File: src/hdl/assert_macros.svh
// assertion macros shared by the rtl
`ifndef ASSERT_MACROS_SVH
`define ASSERT_MACROS_SVH

`ifndef ASSERT_OFF

// property must hold at every clock edge out of reset
`define ASSERT_PROP(lbl, clk, rst, prop) \
  lbl: assert property (@(posedge clk) disable iff (rst) prop) \
    else $error("assertion failed");

// condition must never be true out of reset
`define ASSERT_NEVER(lbl, clk, rst, cond) \
  lbl: assert property (@(posedge clk) disable iff (rst) !(cond)) \
    else $error("forbidden condition");

`else

`define ASSERT_PROP(lbl, clk, rst, prop)
`define ASSERT_NEVER(lbl, clk, rst, cond)

`endif

`endif

File: src/hdl/mm2_pkg.sv
`default_nettype none

package mm2_pkg;

  // hash constants
  localparam logic [31:0] MIX_M      = 32'h5bd1e995;
  localparam int          MIX_R      = 24;
  localparam int          FIN_S1     = 29;
  localparam int          FIN_S2     = 31;
  localparam logic [31:0] SEED_RESET = 32'h3dd3b51a;

  // default depth of the command queue between front and back
  localparam int QUEUE_DEPTH = 4;

  // command handed from the front to the back
  typedef struct packed {
    logic        has_word;  // mix word into the hash
    logic [31:0] word;
    logic        finish;    // finish the message after the word
    logic        has_tail;  // one to three tail bytes pending
    logic [23:0] tail;
  } cmd_t;

endpackage

`default_nettype wire

File: src/hdl/mm2_if.sv
`default_nettype none

// message byte channel
interface mm2_byte_if;
  logic       valid;
  logic       ready;
  logic [7:0] data_byte;
  logic       has_byte;
  logic       last;
  modport source (output valid, output data_byte, output has_byte, output last,
                  input ready);
  modport sink (input valid, input data_byte, input has_byte, input last,
                output ready);
endinterface

// finished hash channel
interface mm2_hash_if;
  logic        valid;
  logic        ready;
  logic [31:0] hash_value;
  modport source (output valid, output hash_value, input ready);
  modport sink (input valid, input hash_value, output ready);
endinterface

// seed write channel
interface mm2_cfg_if;
  logic        valid;
  logic        ready;
  logic [31:0] data;
  modport source (output valid, output data, input ready);
  modport sink (input valid, input data, output ready);
endinterface

`default_nettype wire

File: src/hdl/mm2_front.sv
`default_nettype none

module mm2_front import mm2_pkg::*; (
  input  wire logic  clk,
  input  wire logic  rst,
  mm2_byte_if.sink   msg,
  input  wire logic  cfg_write,
  input  wire logic  queue_full,
  output logic       push,
  output cmd_t       cmd
);

  logic [23:0] pend;
  logic [1:0]  pend_cnt;
  logic [23:0] pend_next;
  logic [1:0]  pend_cnt_next;
  logic        accept;
  logic        word_done;

  assign msg.ready = !queue_full;
  assign accept    = msg.valid && msg.ready;
  assign word_done = msg.has_byte && (pend_cnt == 2'd3);

  // byte packing into little-endian words
  always_comb begin
    pend_next     = pend;
    pend_cnt_next = pend_cnt;
    if (msg.has_byte) begin
      if (word_done) begin
        pend_next     = '0;
        pend_cnt_next = 2'd0;
      end else begin
        case (pend_cnt)
          2'd0:    pend_next[7:0]   = msg.data_byte;
          2'd1:    pend_next[15:8]  = msg.data_byte;
          2'd2:    pend_next[23:16] = msg.data_byte;
          default: pend_next        = pend;
        endcase
        pend_cnt_next = pend_cnt + 2'd1;
      end
    end
  end

  // command for the back end
  always_comb begin
    cmd.has_word = word_done;
    cmd.word     = {msg.data_byte, pend};
    cmd.finish   = msg.last;
    cmd.has_tail = (pend_cnt_next != 2'd0);
    cmd.tail     = pend_next;
  end

  assign push = accept && (word_done || msg.last);

  // pending byte state
  always_ff @(posedge clk) begin
    if (rst || cfg_write) begin
      pend     <= '0;
      pend_cnt <= 2'd0;
    end else if (accept) begin
      if (msg.last) begin
        pend     <= '0;
        pend_cnt <= 2'd0;
      end else begin
        pend     <= pend_next;
        pend_cnt <= pend_cnt_next;
      end
    end
  end

endmodule

`default_nettype wire

File: src/hdl/mm2_queue.sv
`default_nettype none

module mm2_queue import mm2_pkg::*; #(
  parameter int DEPTH = QUEUE_DEPTH
) (
  input  wire logic clk,
  input  wire logic rst,
  input  wire logic push,
  input  cmd_t      push_cmd,
  input  wire logic pop,
  output cmd_t      head,
  output logic      full,
  output logic      empty
);

  localparam int PW = (DEPTH > 1) ? $clog2(DEPTH) : 1;
  localparam int CW = $clog2(DEPTH + 1);

  cmd_t          entries [DEPTH];
  logic [PW-1:0] wr_ptr;
  logic [PW-1:0] rd_ptr;
  logic [CW-1:0] count;

  assign full  = (count == CW'(DEPTH));
  assign empty = (count == '0);
  assign head  = entries[rd_ptr];

  // entry storage
  always_ff @(posedge clk) begin
    if (push) begin
      entries[wr_ptr] <= push_cmd;
    end
  end

  // pointers and fill count
  always_ff @(posedge clk) begin
    if (rst) begin
      wr_ptr <= '0;
      rd_ptr <= '0;
      count  <= '0;
    end else begin
      if (push) begin
        wr_ptr <= (wr_ptr == PW'(DEPTH - 1)) ? '0 : wr_ptr + PW'(1);
      end
      if (pop) begin
        rd_ptr <= (rd_ptr == PW'(DEPTH - 1)) ? '0 : rd_ptr + PW'(1);
      end
      if (push && !pop) begin
        count <= count + CW'(1);
      end else if (pop && !push) begin
        count <= count - CW'(1);
      end
    end
  end

`include "assert_macros.svh"

  `ASSERT_NEVER(a_no_overflow, clk, rst, push && full)
  `ASSERT_NEVER(a_no_underflow, clk, rst, pop && empty)
  `ASSERT_PROP(a_count_up, clk, rst, (push && !pop) |=> count == $past(count) + CW'(1))

endmodule

`default_nettype wire

File: src/hdl/mm2_back.sv
`default_nettype none

module mm2_back import mm2_pkg::*; (
  input  wire logic  clk,
  input  wire logic  rst,
  input  wire logic  cfg_write,
  input  wire logic [31:0] cfg_data,
  input  cmd_t       head,
  input  wire logic  empty,
  output logic       pop,
  mm2_hash_if.source hash
);

  localparam logic [2:0] S_IDLE = 3'd0;
  localparam logic [2:0] S_K1   = 3'd1;
  localparam logic [2:0] S_K2   = 3'd2;
  localparam logic [2:0] S_H1   = 3'd3;
  localparam logic [2:0] S_H2   = 3'd4;
  localparam logic [2:0] S_F0   = 3'd5;
  localparam logic [2:0] S_F1   = 3'd6;
  localparam logic [2:0] S_F2   = 3'd7;

  logic [2:0]  state;
  cmd_t        cmd;
  logic [31:0] seed;
  logic [31:0] h;
  logic [31:0] k;
  logic [31:0] prod;
  logic [31:0] op;
  logic [31:0] mul_lo;
  logic [31:0] out_hash;
  logic        out_valid;
  logic        out_free;

  assign pop      = (state == S_IDLE) && !empty;
  assign out_free = !out_valid || hash.ready;

  // operand select for the shared multiplier
  always_comb begin
    case (state)
      S_K1:    op = cmd.word;
      S_K2:    op = prod ^ (prod >> MIX_R);
      S_H1:    op = h;
      S_F0:    op = cmd.has_tail ? (h ^ {8'd0, cmd.tail}) : (h ^ (h >> FIN_S1));
      S_F1:    op = prod ^ (prod >> FIN_S1);
      default: op = h;
    endcase
  end

  assign mul_lo = op * MIX_M;

  // sequencer over the word mix and the final mix
  always_ff @(posedge clk) begin
    if (rst) begin
      state     <= S_IDLE;
      seed      <= SEED_RESET;
      h         <= SEED_RESET;
      out_valid <= 1'b0;
    end else begin
      // result register: load a finished hash, clear once taken
      if (state == S_F2 && out_free) begin
        out_valid <= 1'b1;
      end else if (hash.ready) begin
        out_valid <= 1'b0;
      end
      if (cfg_write) begin
        seed <= cfg_data;
        h    <= cfg_data;
      end
      case (state)
        S_IDLE: begin
          if (!empty) begin
            state <= head.has_word ? S_K1 : S_F0;
          end
        end
        S_K1: state <= S_K2;
        S_K2: state <= S_H1;
        S_H1: state <= S_H2;
        S_H2: begin
          h     <= prod ^ k;
          state <= cmd.finish ? S_F0 : S_IDLE;
        end
        S_F0: state <= cmd.has_tail ? S_F1 : S_F2;
        S_F1: state <= S_F2;
        S_F2: begin
          if (out_free) begin
            h     <= seed;
            state <= S_IDLE;
          end
        end
        default: state <= S_IDLE;
      endcase
    end
  end

  // datapath registers
  always_ff @(posedge clk) begin
    if (pop) begin
      cmd <= head;
    end
    if (state == S_H1) begin
      k <= prod;
    end
    if (state != S_IDLE && state != S_H2 && state != S_F2) begin
      prod <= mul_lo;
    end
    if (state == S_F2 && out_free) begin
      out_hash <= prod ^ (prod >> FIN_S2);
    end
  end

  assign hash.valid      = out_valid;
  assign hash.hash_value = out_hash;

`include "assert_macros.svh"

  `ASSERT_PROP(a_pop_idle, clk, rst, pop |-> state == S_IDLE)
  `ASSERT_PROP(a_result_from_final, clk, rst, $rose(out_valid) |-> $past(state) == S_F2)
  `ASSERT_PROP(a_word_only_returns, clk, rst, (state == S_H2 && !cmd.finish) |=> state == S_IDLE)

endmodule

`default_nettype wire

File: src/hdl/murmur2_hash_32_top.sv
// MurmurHash2-style 32-bit engine (final shifts of 29 and 31 bits, no length
// mixed into the seed). Message bytes arrive one per item on msg; an item with
// last set closes the message and one 32-bit hash comes out on hash. An item
// with has_byte clear and last clear is dropped; with last set it closes the
// message as is (empty message if no bytes came). The front end takes one item
// per cycle while its command queue has room; every fourth byte and every last
// item becomes a command for the back end, which runs all arithmetic through
// one 32x32 multiplier: a word takes the queue pop, three multiplies and the
// fold into the hash, and a finish the final mix. A new command is popped only
// once the last is through; the queue absorbs short bursts. A finish holds in
// its last step while the previous hash is still unread. A write on cfg loads
// the seed and restarts the running hash; cfg is always ready and is meant to
// be written only while no message is in flight.
`default_nettype none

module murmur2_hash_32_top import mm2_pkg::*; #(
  parameter int QDEPTH = QUEUE_DEPTH
) (
  input  wire logic  clk,
  input  wire logic  rst,
  mm2_byte_if.sink   msg,
  mm2_hash_if.source hash,
  mm2_cfg_if.sink    cfg
);

  logic cfg_write;
  logic push;
  logic pop;
  logic full;
  logic empty;
  cmd_t push_cmd;
  cmd_t head;

  assign cfg.ready = 1'b1;
  assign cfg_write = cfg.valid;

  // byte packing and command generation
  mm2_front u_front (
    .clk        (clk),
    .rst        (rst),
    .msg        (msg),
    .cfg_write  (cfg_write),
    .queue_full (full),
    .push       (push),
    .cmd        (push_cmd)
  );

  // command queue
  mm2_queue #(
    .DEPTH (QDEPTH)
  ) u_queue (
    .clk      (clk),
    .rst      (rst),
    .push     (push),
    .push_cmd (push_cmd),
    .pop      (pop),
    .head     (head),
    .full     (full),
    .empty    (empty)
  );

  // hash arithmetic
  mm2_back u_back (
    .clk       (clk),
    .rst       (rst),
    .cfg_write (cfg_write),
    .cfg_data  (cfg.data),
    .head      (head),
    .empty     (empty),
    .pop       (pop),
    .hash      (hash)
  );

endmodule

`default_nettype wire

File: src/flat_wrapper.sv
// flat-port wrapper written by rule: the top's interface ports become plain ports
module murmur2_hash_32_top_flat import mm2_pkg::*;
#(
  parameter int QDEPTH = QUEUE_DEPTH
)
  (clk, rst, msg_valid, msg_data_byte, msg_has_byte, msg_last, msg_ready, hash_valid, hash_hash_value, hash_ready, cfg_valid, cfg_data, cfg_ready);
  mm2_byte_if msg_i ();
  mm2_hash_if hash_i ();
  mm2_cfg_if cfg_i ();
  input  wire logic clk;
  input  wire logic rst;
  input wire logic [$bits(msg_i.valid)-1:0] msg_valid;
  input wire logic [$bits(msg_i.data_byte)-1:0] msg_data_byte;
  input wire logic [$bits(msg_i.has_byte)-1:0] msg_has_byte;
  input wire logic [$bits(msg_i.last)-1:0] msg_last;
  output wire logic [$bits(msg_i.ready)-1:0] msg_ready;
  output wire logic [$bits(hash_i.valid)-1:0] hash_valid;
  output wire logic [$bits(hash_i.hash_value)-1:0] hash_hash_value;
  input wire logic [$bits(hash_i.ready)-1:0] hash_ready;
  input wire logic [$bits(cfg_i.valid)-1:0] cfg_valid;
  input wire logic [$bits(cfg_i.data)-1:0] cfg_data;
  output wire logic [$bits(cfg_i.ready)-1:0] cfg_ready;
  assign msg_i.valid = msg_valid;
  assign msg_i.data_byte = msg_data_byte;
  assign msg_i.has_byte = msg_has_byte;
  assign msg_i.last = msg_last;
  assign msg_ready = msg_i.ready;
  assign hash_valid = hash_i.valid;
  assign hash_hash_value = hash_i.hash_value;
  assign hash_i.ready = hash_ready;
  assign cfg_i.valid = cfg_valid;
  assign cfg_i.data = cfg_data;
  assign cfg_ready = cfg_i.ready;
  murmur2_hash_32_top #(.QDEPTH(QDEPTH)) u_core (.clk(clk), .rst(rst), .msg(msg_i), .hash(hash_i), .cfg(cfg_i));
endmodule
File: config.mk
export PLATFORM = sky130hd
export DESIGN_NAME = murmur2_hash_32_top_flat
export DESIGN_NICKNAME = d
export VERILOG_FILES = /design/src/hdl/mm2_pkg.sv /design/src/hdl/mm2_if.sv /design/src/hdl/mm2_front.sv /design/src/hdl/mm2_queue.sv /design/src/hdl/mm2_back.sv /design/src/hdl/murmur2_hash_32_top.sv /design/src/flat_wrapper.sv
export VERILOG_INCLUDE_DIRS = /design/src /design/src/hdl
export SDC_FILE = /design/constraint.sdc
export NUM_CORES = 1
export LEC_CHECK = 0
export ABC_AREA = 1
export BUFFER_PORTS_ARGS = -buffer_cell sky130_fd_sc_hd__buf_4
export CAP_MARGIN = 10
export CORE_AREA = 2 2 289 291
export CTS_CLUSTER_SIZE = 8
export DETAILED_ROUTE_END_ITERATION = 12
export DIE_AREA = 0 0 291 293
export SYNTH_ARGS = -nofsm -noshare
export SYNTH_HDL_FRONTEND = slang
export SYNTH_SLANG_ARGS = --single-unit
File: constraint.sdc
create_clock -name clk -period 18.8 [get_ports clk]
set_input_delay 1.88 -clock clk [delete_from_list [all_inputs] [get_ports clk]]
set_output_delay 1.88 -clock clk [all_outputs]
set_load 0.02 [all_outputs]
# After elaboration in Yosys (flattened, before gate mapping)
# Memory sizes are Yosys's and may differ from the RTL's. A register that Yosys moved wholly into a read port is not among the register bits.
# Cells that the tools add are included.
word_totals:
  input_bits: 47
  output_inout_bits: 35
  wordCells: 101
  regBits: 255
  memories: 1
  ram_bits: 236
memory_table:
  columns: ["name", "words", "width", "rd", "rd_ports_with_merged_regs", "wr", "line", "text"]
  rows:
  - ["u_core.u_queue.entries", 4, 59, 1, 1, 1, "mm2_queue.sv:19", "cmd_t entries [DEPTH];"]
classes:
  mux: 30
  n_reduce_logical: 25
  n_eq_ne: 17
  bitwise: 6
  addsub: 5
  mul: 1
op_table:
  columns: ["op", "n"]
  rows:
  - ["$pmux 32 s4", 1]
  - ["$mux 32", 3]
  - ["$mux 24", 3]
  - ["$pmux 32 s2", 1]
  - ["$xor 32x3->32", 2]
  - ["$mul 32x31->32 const B", 1]
  - ["$xor 32x1->32", 1]
  - ["$xor 32x24->32", 1]
  - ["$xor 32x32->32", 1]
  - ["$xor 32x8->32", 1]
  - ["$mux 8", 3]
  - ["$pmux 3 s8", 1]
  - ["$mux 3", 6]
  - ["$eq 3x3->1 const B", 5]
  - ["$mux 2", 7]
  - ["$logic_and 1x1->1", 9]
  - ["$eq 2x2->1 const B", 4]
  - ["$add 2x1->2 const B", 3]
  - ["$eq 3x2->1 const B", 2]
  - ["$logic_not 3->1", 2]
  - ["$ne 3x3->1 const B", 2]
  - ["$reduce_bool 2->1", 3]
  - ["$logic_not 1->1", 5]
  - ["$mux 1", 5]
  - ["9 further kinds", 12]

# Logic depth before layout (Yosys ltp)
# Gate-level depths: netlist of run 1.
depth:
  depth_word: 8
  ltp_mapped: 36
  ltp_nobuf: 35

# Modules after synthesis
# A second synthesis of run 1 with hierarchy kept.
unflattened:
  hier_cells: 2785
  area_unflattened_um2: 29164.2
modules_own_cells:
  columns: ["mod", "instances", "cells_each", "area_each_um2"]
  rows:
  - ["mm2_back", 1, 1894, 18250.0]
  - ["mm2_queue", 1, 629, 9177.6]
  - ["mm2_front", 1, 260, 1725.4]
  - ["murmur2_hash_32_top", 1, 2, 11.3]

# Worst setup path before layout of run 1
# OpenSTA, ideal clock, no wires.
synth_timing:
  path_kind: "register to register"
  startpoint: "register u_core.u_back.cmd[24] in the netlist's numbering"
  endpoint: "register u_core.u_back.prod[28], data pin"
  path_stages_with_launch: 32
  required_ns: 18.542
  path_buffers: 2
  t_arrival_ns: 7.273
  setup_slack_ns: 11.269
  cell_sequence: "edfxtp_1 clkbuf_1 buf_1 nand2_1 a21oi_1 o21ai_0 a22oi_1 inv_1 fa_1 inv_1 ha_1 inv_1 fa_1 inv_1 fa_1 inv_1 fa_1 inv_1 fa_1 fa_1 inv_1 fa_1 inv_1 ha_1 nand2_1 nor4_1 nand4_1 nand3_1 nand3_1 nand2_1 a21oi_1 xnor2_1"
synth_between:
  elab_chain_len: 3
synth_lines:
  columns: ["item", "line", "text"]
  rows:
  - ["start: declaration", "mm2_back.sv:24", "cmd_t cmd;"]
  - ["start signal: assignment", "mm2_back.sv:99", "cmd <= head;"]
  - ["$mux 32", "mm2_back.sv:44", "S_F0: op = cmd.has_tail ? (h ^ {8'd0, cmd.tail}) : (h ^ (h >> FIN_S1));"]
  - ["$pmux 32 s4", "mm2_back.sv:40", "case (state)"]
  - ["$mul 32x31->32", "mm2_back.sv:50", "assign mul_lo = op * MIX_M;"]
  - ["net u_core.u_back.mul_lo[28]", "mm2_back.sv:30", "logic [31:0] mul_lo;"]
  - ["end signal: assignment", "mm2_back.sv:105", "prod <= mul_lo;"]
  - ["end: declaration", "mm2_back.sv:28", "logic [31:0] prod;"]
# The timed path passes the listed nets, and every way through them passes these cells.
# A chain may end at the register's enable or synchronous reset.

# Worst setup path after layout of run 1
layout_timing:
  startpoint: "register u_core.u_back.state[0]"
  endpoint: "register u_core.u_back.prod[28], data pin"
layout_between:
  elab_chain_len: 3
  elab_cells_between_ends: 6
  classes_between: "mul (1); eq/ne (4); mux (1)"
layout_lines:
  columns: ["item", "line", "text"]
  rows:
  - ["start: declaration", "mm2_back.sv:23", "logic [2:0] state;"]
  - ["start signal: assignment", "mm2_back.sv:73", "state <= head.has_word ? S_K1 : S_F0;"]
  - ["start signal: assignment", "mm2_back.sv:81", "state <= cmd.finish ? S_F0 : S_IDLE;"]
  - ["start signal: assignment", "mm2_back.sv:83", "S_F0: state <= cmd.has_tail ? S_F1 : S_F2;"]
  - ["$eq 3x3->1, or another cell as far along", "mm2_back.sv:40", null]
  - ["$pmux 32 s4 (*)", "mm2_back.sv:40", null]
  - ["$mul 32x31->32 (*)", "mm2_back.sv:50", null]
  - ["net u_core.u_back.mul_lo[28]", "mm2_back.sv:30", null]
# Mark *: on every way through the listed nets, which the timed path passes. The rest lies on a longest branch.

==> results.py, run 1 <==
metrics = {
    "status": {
        "outcome": "finished, final reports clean",
    },
    "global_routing": {
        "grt-ovfl-total": 0,
        "grt_pass1_vias": 19200,
        "grtUsageTotal": 0.185,
        "grt_pass1_wl_um": 118000,
        "antenna_found_initial": 0,
        "grt_max_degree": 89,
    },
    "floorplanning": {
        "start_util": 0.348,
        "num_rows": 105,
        "ios": 82,
        "dieArea_um2": 85300,
        "die_y_um": 293,
        "core_um2": 81800,
        "die_x_um": 291,
    },
    "route": {
        "wl_um": 79000,
        "drt_iter0_drc": 1598,
        "wl_per_cell_um": 20.3,
        "drtAntennaViolNets": 0,
        "vias": 19500,
        "firstDrtPassIters": 5,
        "drc_errors": 0,
        "viasPerCell": 5.01,
    },
    "layout": {
        "num_antenna_cells": 0,
        "fin_util": 0.397,
        "final_cell_area_um2": 32500,
        "nNetsFinal": 3217,
        "syn_to_final_growth_pct": 14.3,
        "drive_gt1_frac": 0.0915,
    },
    "worst_setup_path": {
        "cp_common_cell": "fa_1",
        "worstSetupEndpointType": "register",
        "path_max_fanout": 20,
        "cp.required_ps": 19160,
        "worst_setup_path_start_kind": "register",
        "cp_slowest_cell": "fa_1",
        "arrival_ps": 8880,
        "worstSetupPathType": "reg -> reg",
        "critPathMaxStageDelay_ps": 620,
    },
    "logic_synthesis": {
        "yosys_warnings": 0,
        "yosysTopAreaCellShare": 0.411,
        "synthTopCellsByArea": "edfxtp_1 (41%), fa_1 (13%), ha_1 (9.9%)",
        "synth_top_flop_cell": "edfxtp_1",
        "syn_area_um2": 28500,
        "synth_cells": 2665,
        "syn_area_per_cell_um2": 10.7,
        "synth_edf_count": 390,
        "syn_nets": 3120,
        "asyncSetResetFlopFracSynth": 0,
        "synth_cell_types": 43,
        "ys_ff_latch": 493,
        "yosysSeqAreaShare": 0.484,
        "synth_top_area_cell": "edfxtp_1",
    },
    "cts": {
        "cts_buffer_depth": 3,
        "cts_tree": "built",
        "cts_buffers": 72,
        "clkLatencyLatePin_ps": 610,
        "clock-sinks": 493,
        "postCtsSetupBuffers": 0,
        "cts-htree-levels": 3,
        "clkSlewWorstSetupHoldPaths_ps": 70,
        "cts_hold_buf": 0,
        "clockRootBuffer": "clkbuf_16",
        "cts_resized": 0,
    },
    "sta": {
        "setup_viol": 0,
        "finalCritPeriodShare": 0.453,
        "clock-skew-final_ps": 23.7,
        "setup_tns_ps": 0,
        "period_minus_slack_ps": 8520,
        "rsz0062_at_grt": "false",
        "worstMarginPinSlew_ps": 1220,
        "max_freq_ghz": 0.117,
        "timing.final.max_slew_violations": 0,
        "slew_headroom": 0.186,
        "hold_viol_final": 0,
    },
    "placed_design": {
        "postPlaceCellArea_um2": 30400,
        "gp_congestion": 0.917,
        "portBuffers": 80,
        "hpwl_um": 54100,
    },
    "min_path": {
        "hp-class": "reg -> reg",
    },
    "flow_run": {
        "maxCapViolations": 0,
    },
}
==> critical path: cells and delay by family (launching register included) <==
family	cells	cell delay (ps)
DFF	1	440
xor gates and xnor gates	1	130
AOI/OAI and AO/OA	4	560
adders and majority gates	9	4090
buffers and inverters	8	1590
and+or+nand+nor	8	1440
==> final timing paths <==
kind                                  startpoint                                  end  slack [ps]  cells after the start
max reg2reg  u_core.u_back.state[0]$_SDFFE_PP0P_     u_core.u_back.prod[28]$_DFFE_PP_       10280                     30
min reg2reg  u_core.u_back.seed[18]$_SDFFE_PP0P_  u_core.u_back.seed[18]$_SDFFE_PP0P_         460                      2
min          u_core.u_back.seed[18]$_SDFFE_PP0P_  u_core.u_back.seed[18]$_SDFFE_PP0P_         460                      2
max          u_core.u_back.state[0]$_SDFFE_PP0P_     u_core.u_back.prod[28]$_DFFE_PP_       10280                     30
==> cells in the final DEF (no fill, tap or decap), types with 8 or more instances in the layout <==
cell and count:
clkbuf_16 72, nand3_1 78, a22oi_1 39, nand2_1 262, buf_4 115, ha_1 226
edfxtp_1 390, fa_1 182, o2111ai_1 23, o21ai_0 241, a21oi_1 111, inv_1 472
a221oi_1 13, or2_2 36, clkbuf_1 48, nor2_4 8, o211ai_1 23, o22ai_1 73
xnor2_1 25, nor2_1 200, xor2_1 24, dfxtp_1 101
==> cell usage after synthesis (all sizes together), types with 3 or more instances <==
master   instances
xor2            24
inv            478
nand2          266
o211ai          23
o21ai          244
o22ai           73
a21oi          111
a22oi           39
a21o             5
edfxtp         390
nand4            3
or2             36
ha             226
buf             18
nand3           79
nor2           210
xnor2           25
nor4             5
fa             182
a221oi          13
dfxtp          103
o2111ai         23
clkbuf          74
==> stage by stage <==
step	hold slack (ps)	setup slack, ps	cells
floorplan	441	11270	2665
global placement	454	10510	3758
detailed placement	457	10350	3758
CTS	466	10340	3889
global route	486	9810	3889
finish	465	10280	3889
==> metal layers <==
metal / wire (µm) / track usage / vias up
met5: 0 / 0 / -
met4: 2280 / 0.0589 / 0
met3: 4370 / 0.0275 / 123
met2: 37800 / 0.311 / 573
met1: 34600 / 0.248 / 9612
li1: - / - / 9191
==> registers in the layout (all words and copies together) (netlist names), named ones only <==
register,cells
u_core.u_back.cmd,58
u_core.u_back.seed,32
u_core.u_queue.wr_ptr,2
u_core.u_back.k,32
u_core.u_back.hash.hash_value,32
u_core.u_back.h,32
u_core.u_queue.rd_ptr,2
u_core.u_back.state,3
u_core.u_back.prod,32
u_core.u_back.hash.valid,1
u_core.u_queue.count,3
u_core.u_front.pend,24
u_core.u_front.pend_cnt,2
u_core.u_queue.entries,236
==> kinds of logic after synthesis <==
kind of cell,share of synthesized area
XOR/XNOR,0.0151
AO/OA/AOI/OAI,0.110
other,0.000132
buffers and inverters,0.0761
adder cells (fa/ha/maj),0.227
flip-flops,0.484
AND/OR/NAND/NOR,0.0877
==> cell type report <==
type,count,area (µm²)
clock buffer,122,2010
tap,1070,1340
inverter,480,1800
fill,7914,49300
clock inverter,9,138
multi-input combinational,1600,12600
timing repair buffer,115,863
sequential,493,13800
Power of run 1 is not shown: default switching activity piles up to over one toggle a cycle in this logic, so the estimate is an artifact.
==> run 2: changes to the inputs <==
- clock period: 18.8 -> 8.8 ns (I/O delays scaled with it)
==> run 2 against run 1 <==
Compared with the run above: design area increased by 0.57%; global-route usage increased by 0.28 points; core utilization is 0.22 points higher; register-to-register slack got worse by 9700 ps; fmax grew 3.9%; count of clock-buffer cells in the layout down 2; first-iteration DRC count rose by 9.8%; final cell count increased by 0.28%; worst hold slack gained 1.4 ps; die area stayed put; non-clock buffer count increased by 13; worst setup slack got worse by 9700 ps.
==> results.py, run 2 (synthesized netlist as in run 1, its figures left out) <==
metrics = {
    "cts": {
        "clkLatencyLatePin_ps": 630,
        "cts_hold_buf": 0,
        "cts_tree": "built",
        "postCtsSetupBuffers": 0,
        "clock-sinks": 493,
        "cts-htree-levels": 3,
        "cts_resized": 0,
        "cts_buffer_depth": 3,
        "cts_buffers": 73,
        "clockRootBuffer": "clkbuf_16",
        "clkSlewWorstSetupHoldPaths_ps": 50,
    },
    "route": {
        "drt_iter0_drc": 1754,
        "wl_per_cell_um": 20.5,
        "viasPerCell": 5.02,
        "drtAntennaViolNets": 0,
        "wl_um": 79900,
        "drc_errors": 0,
        "firstDrtPassIters": 6,
        "vias": 19600,
    },
    "worst_setup_path": {
        "cp.required_ps": 9230,
        "startpoint": "u_core.u_back.state[1]$_SDFFE_PP0P_",
        "r2r_end": "u_core.u_back.prod[21]$_DFFE_PP_",
        "worstSetupPathType": "reg -> reg",
        "r2r_slack_ps": 600,
        "arrival_ps": 8640,
        "r2r_cells": 27,
        "worst_setup_path_start_kind": "register",
        "rr_startpoint": "u_core.u_back.state[1]$_SDFFE_PP0P_",
        "path_max_fanout": 19,
        "worstSetupEndpointType": "register",
    },
    "floorplanning": {
        "die_x_um": 291,
        "core_um2": 81800,
        "die_y_um": 293,
        "dieArea_um2": 85300,
        "ios": 82,
        "num_rows": 105,
        "start_util": 0.348,
    },
    "placed_design": {
        "gp_congestion": 0.941,
        "hpwl_um": 56400,
        "portBuffers": 80,
    },
    "layout": {
        "final_common_cell": "inv_1",
        "final_cell_mix": "inv_1 (472), edfxtp_1 (390), nand2_1 (262)",
        "num_antenna_cells": 0,
        "nNetsFinal": 3231,
        "largest_register": "u_core.u_queue.entries",
        "syn_to_final_growth_pct": 14.9,
        "drive_gt1_frac": 0.0975,
        "fin_util": 0.400,
        "reg_top3": "u_core.u_queue.entries: 236 flops, u_core.u_back.cmd: 58 flops",
        "largest_reg_flops": 236,
    },
    "sta": {
        "setup_tns_ps": 0,
        "period_minus_slack_ps": 8200,
        "hold_viol_final": 0,
        "slew_headroom": 0.253,
        "fin_hold_ws_ps": 466,
        "setup_viol": 0,
        "rsz0062_at_grt": "false",
        "timing.final.max_slew_violations": 0,
        "worstMarginPinSlew_ps": 1120,
        "finalCritPeriodShare": 0.932,
        "max_freq_ghz": 0.122,
        "clock-skew-final_ps": 31.7,
    },
    "status": {
        "outcome": "finished, final reports clean",
    },
    "global_routing": {
        "grt-ovfl-total": 0,
        "grt_pass1_wl_um": 121000,
        "antenna_found_initial": 1,
        "grt_pass1_vias": 19200,
        "grt_max_degree": 90,
        "grtUsageTotal": 0.188,
    },
    "min_path": {
        "hp-class": "reg -> reg",
        "min_to": "u_core.u_back.seed[9]$_SDFFE_PP0P_",
        "min_path_cells": 2,
        "worstHoldStart": "u_core.u_back.seed[9]$_SDFFE_PP0P_",
    },
    "flow_run": {
        "maxCapViolations": 0,
    },
}
==> run 2: cell count changes in the layout (fill, tap and decap cells not counted) <==
cell	change
buf_4	+13
clkbuf_1	-4
bufinv_16	+2
clkinv_1	-2
clkinv_8	+2
clkbuf_16	+1
clkbuf_8	+1
inv_16	-1
inv_6	-1
nor4_1	-1
nor4_2	+1
==> run 2: how the worst max path moves through the flow <==
stage	end
global route	u_core.u_back.prod[21]$_DFFE_PP_
global placement	u_core.u_back.prod[21]$_DFFE_PP_
floorplan	u_core.u_back.prod[28]$_DFFE_PP_
detailed placement	u_core.u_back.prod[23]$_DFFE_PP_
CTS	u_core.u_back.prod[21]$_DFFE_PP_
finish	u_core.u_back.prod[21]$_DFFE_PP_
==> run 2: worst max-delay path: stages, from the launching register on <==
cell and delay (ps):
dfxtp_1 440, nand2_2 190, nand2_4 240, inv_1 280
a21oi_1 240, o2111ai_1 130, o21ai_0 260, inv_1 480
ha_1 350, ha_1 300, fa_1 520, inv_1 50
fa_1 470, fa_1 530, inv_1 50, ha_1 280
fa_1 480, inv_1 50, fa_1 490, inv_1 40
ha_1 340, nand2_1 190, nor4_2 500, a21oi_1 170
o21ai_0 480, nand3_1 130, nand2_1 110, xor2_1 220
==> run 2: metrics by stage <==
stage	setup slack (ps)	cells	instance area, µm²
after detailed placement	543	3771	30500
final	598	3900	32700
after floorplan	1270	2665	28500
after global routing	94.7	3900	32700
after global placement	569	3771	30500
after CTS	495	3900	32700
==> run 2: layer usage <==
| metal | track usage | wire, µm | vias to the layer above |
|---|---|---|---|
| met5 | 0 | 0 | - |
| met4 | 0.0626 | 2460 | 0 |
| met3 | 0.0246 | 4310 | 129 |
| met2 | 0.309 | 38000 | 574 |
| met1 | 0.257 | 35100 | 9669 |
| li1 | - | - | 9221 |
==> run 2: layout make-up <==
class	instances	area (µm²)
repair buffers	128	961
multi-input cells	1600	12600
clock inverters	9	194
fillers	7872	49100
flip-flops and latches	493	13800
well taps	1070	1340
clock buffers	120	2030
inverters	480	1800
Power of run 2 is left out for the same reason.
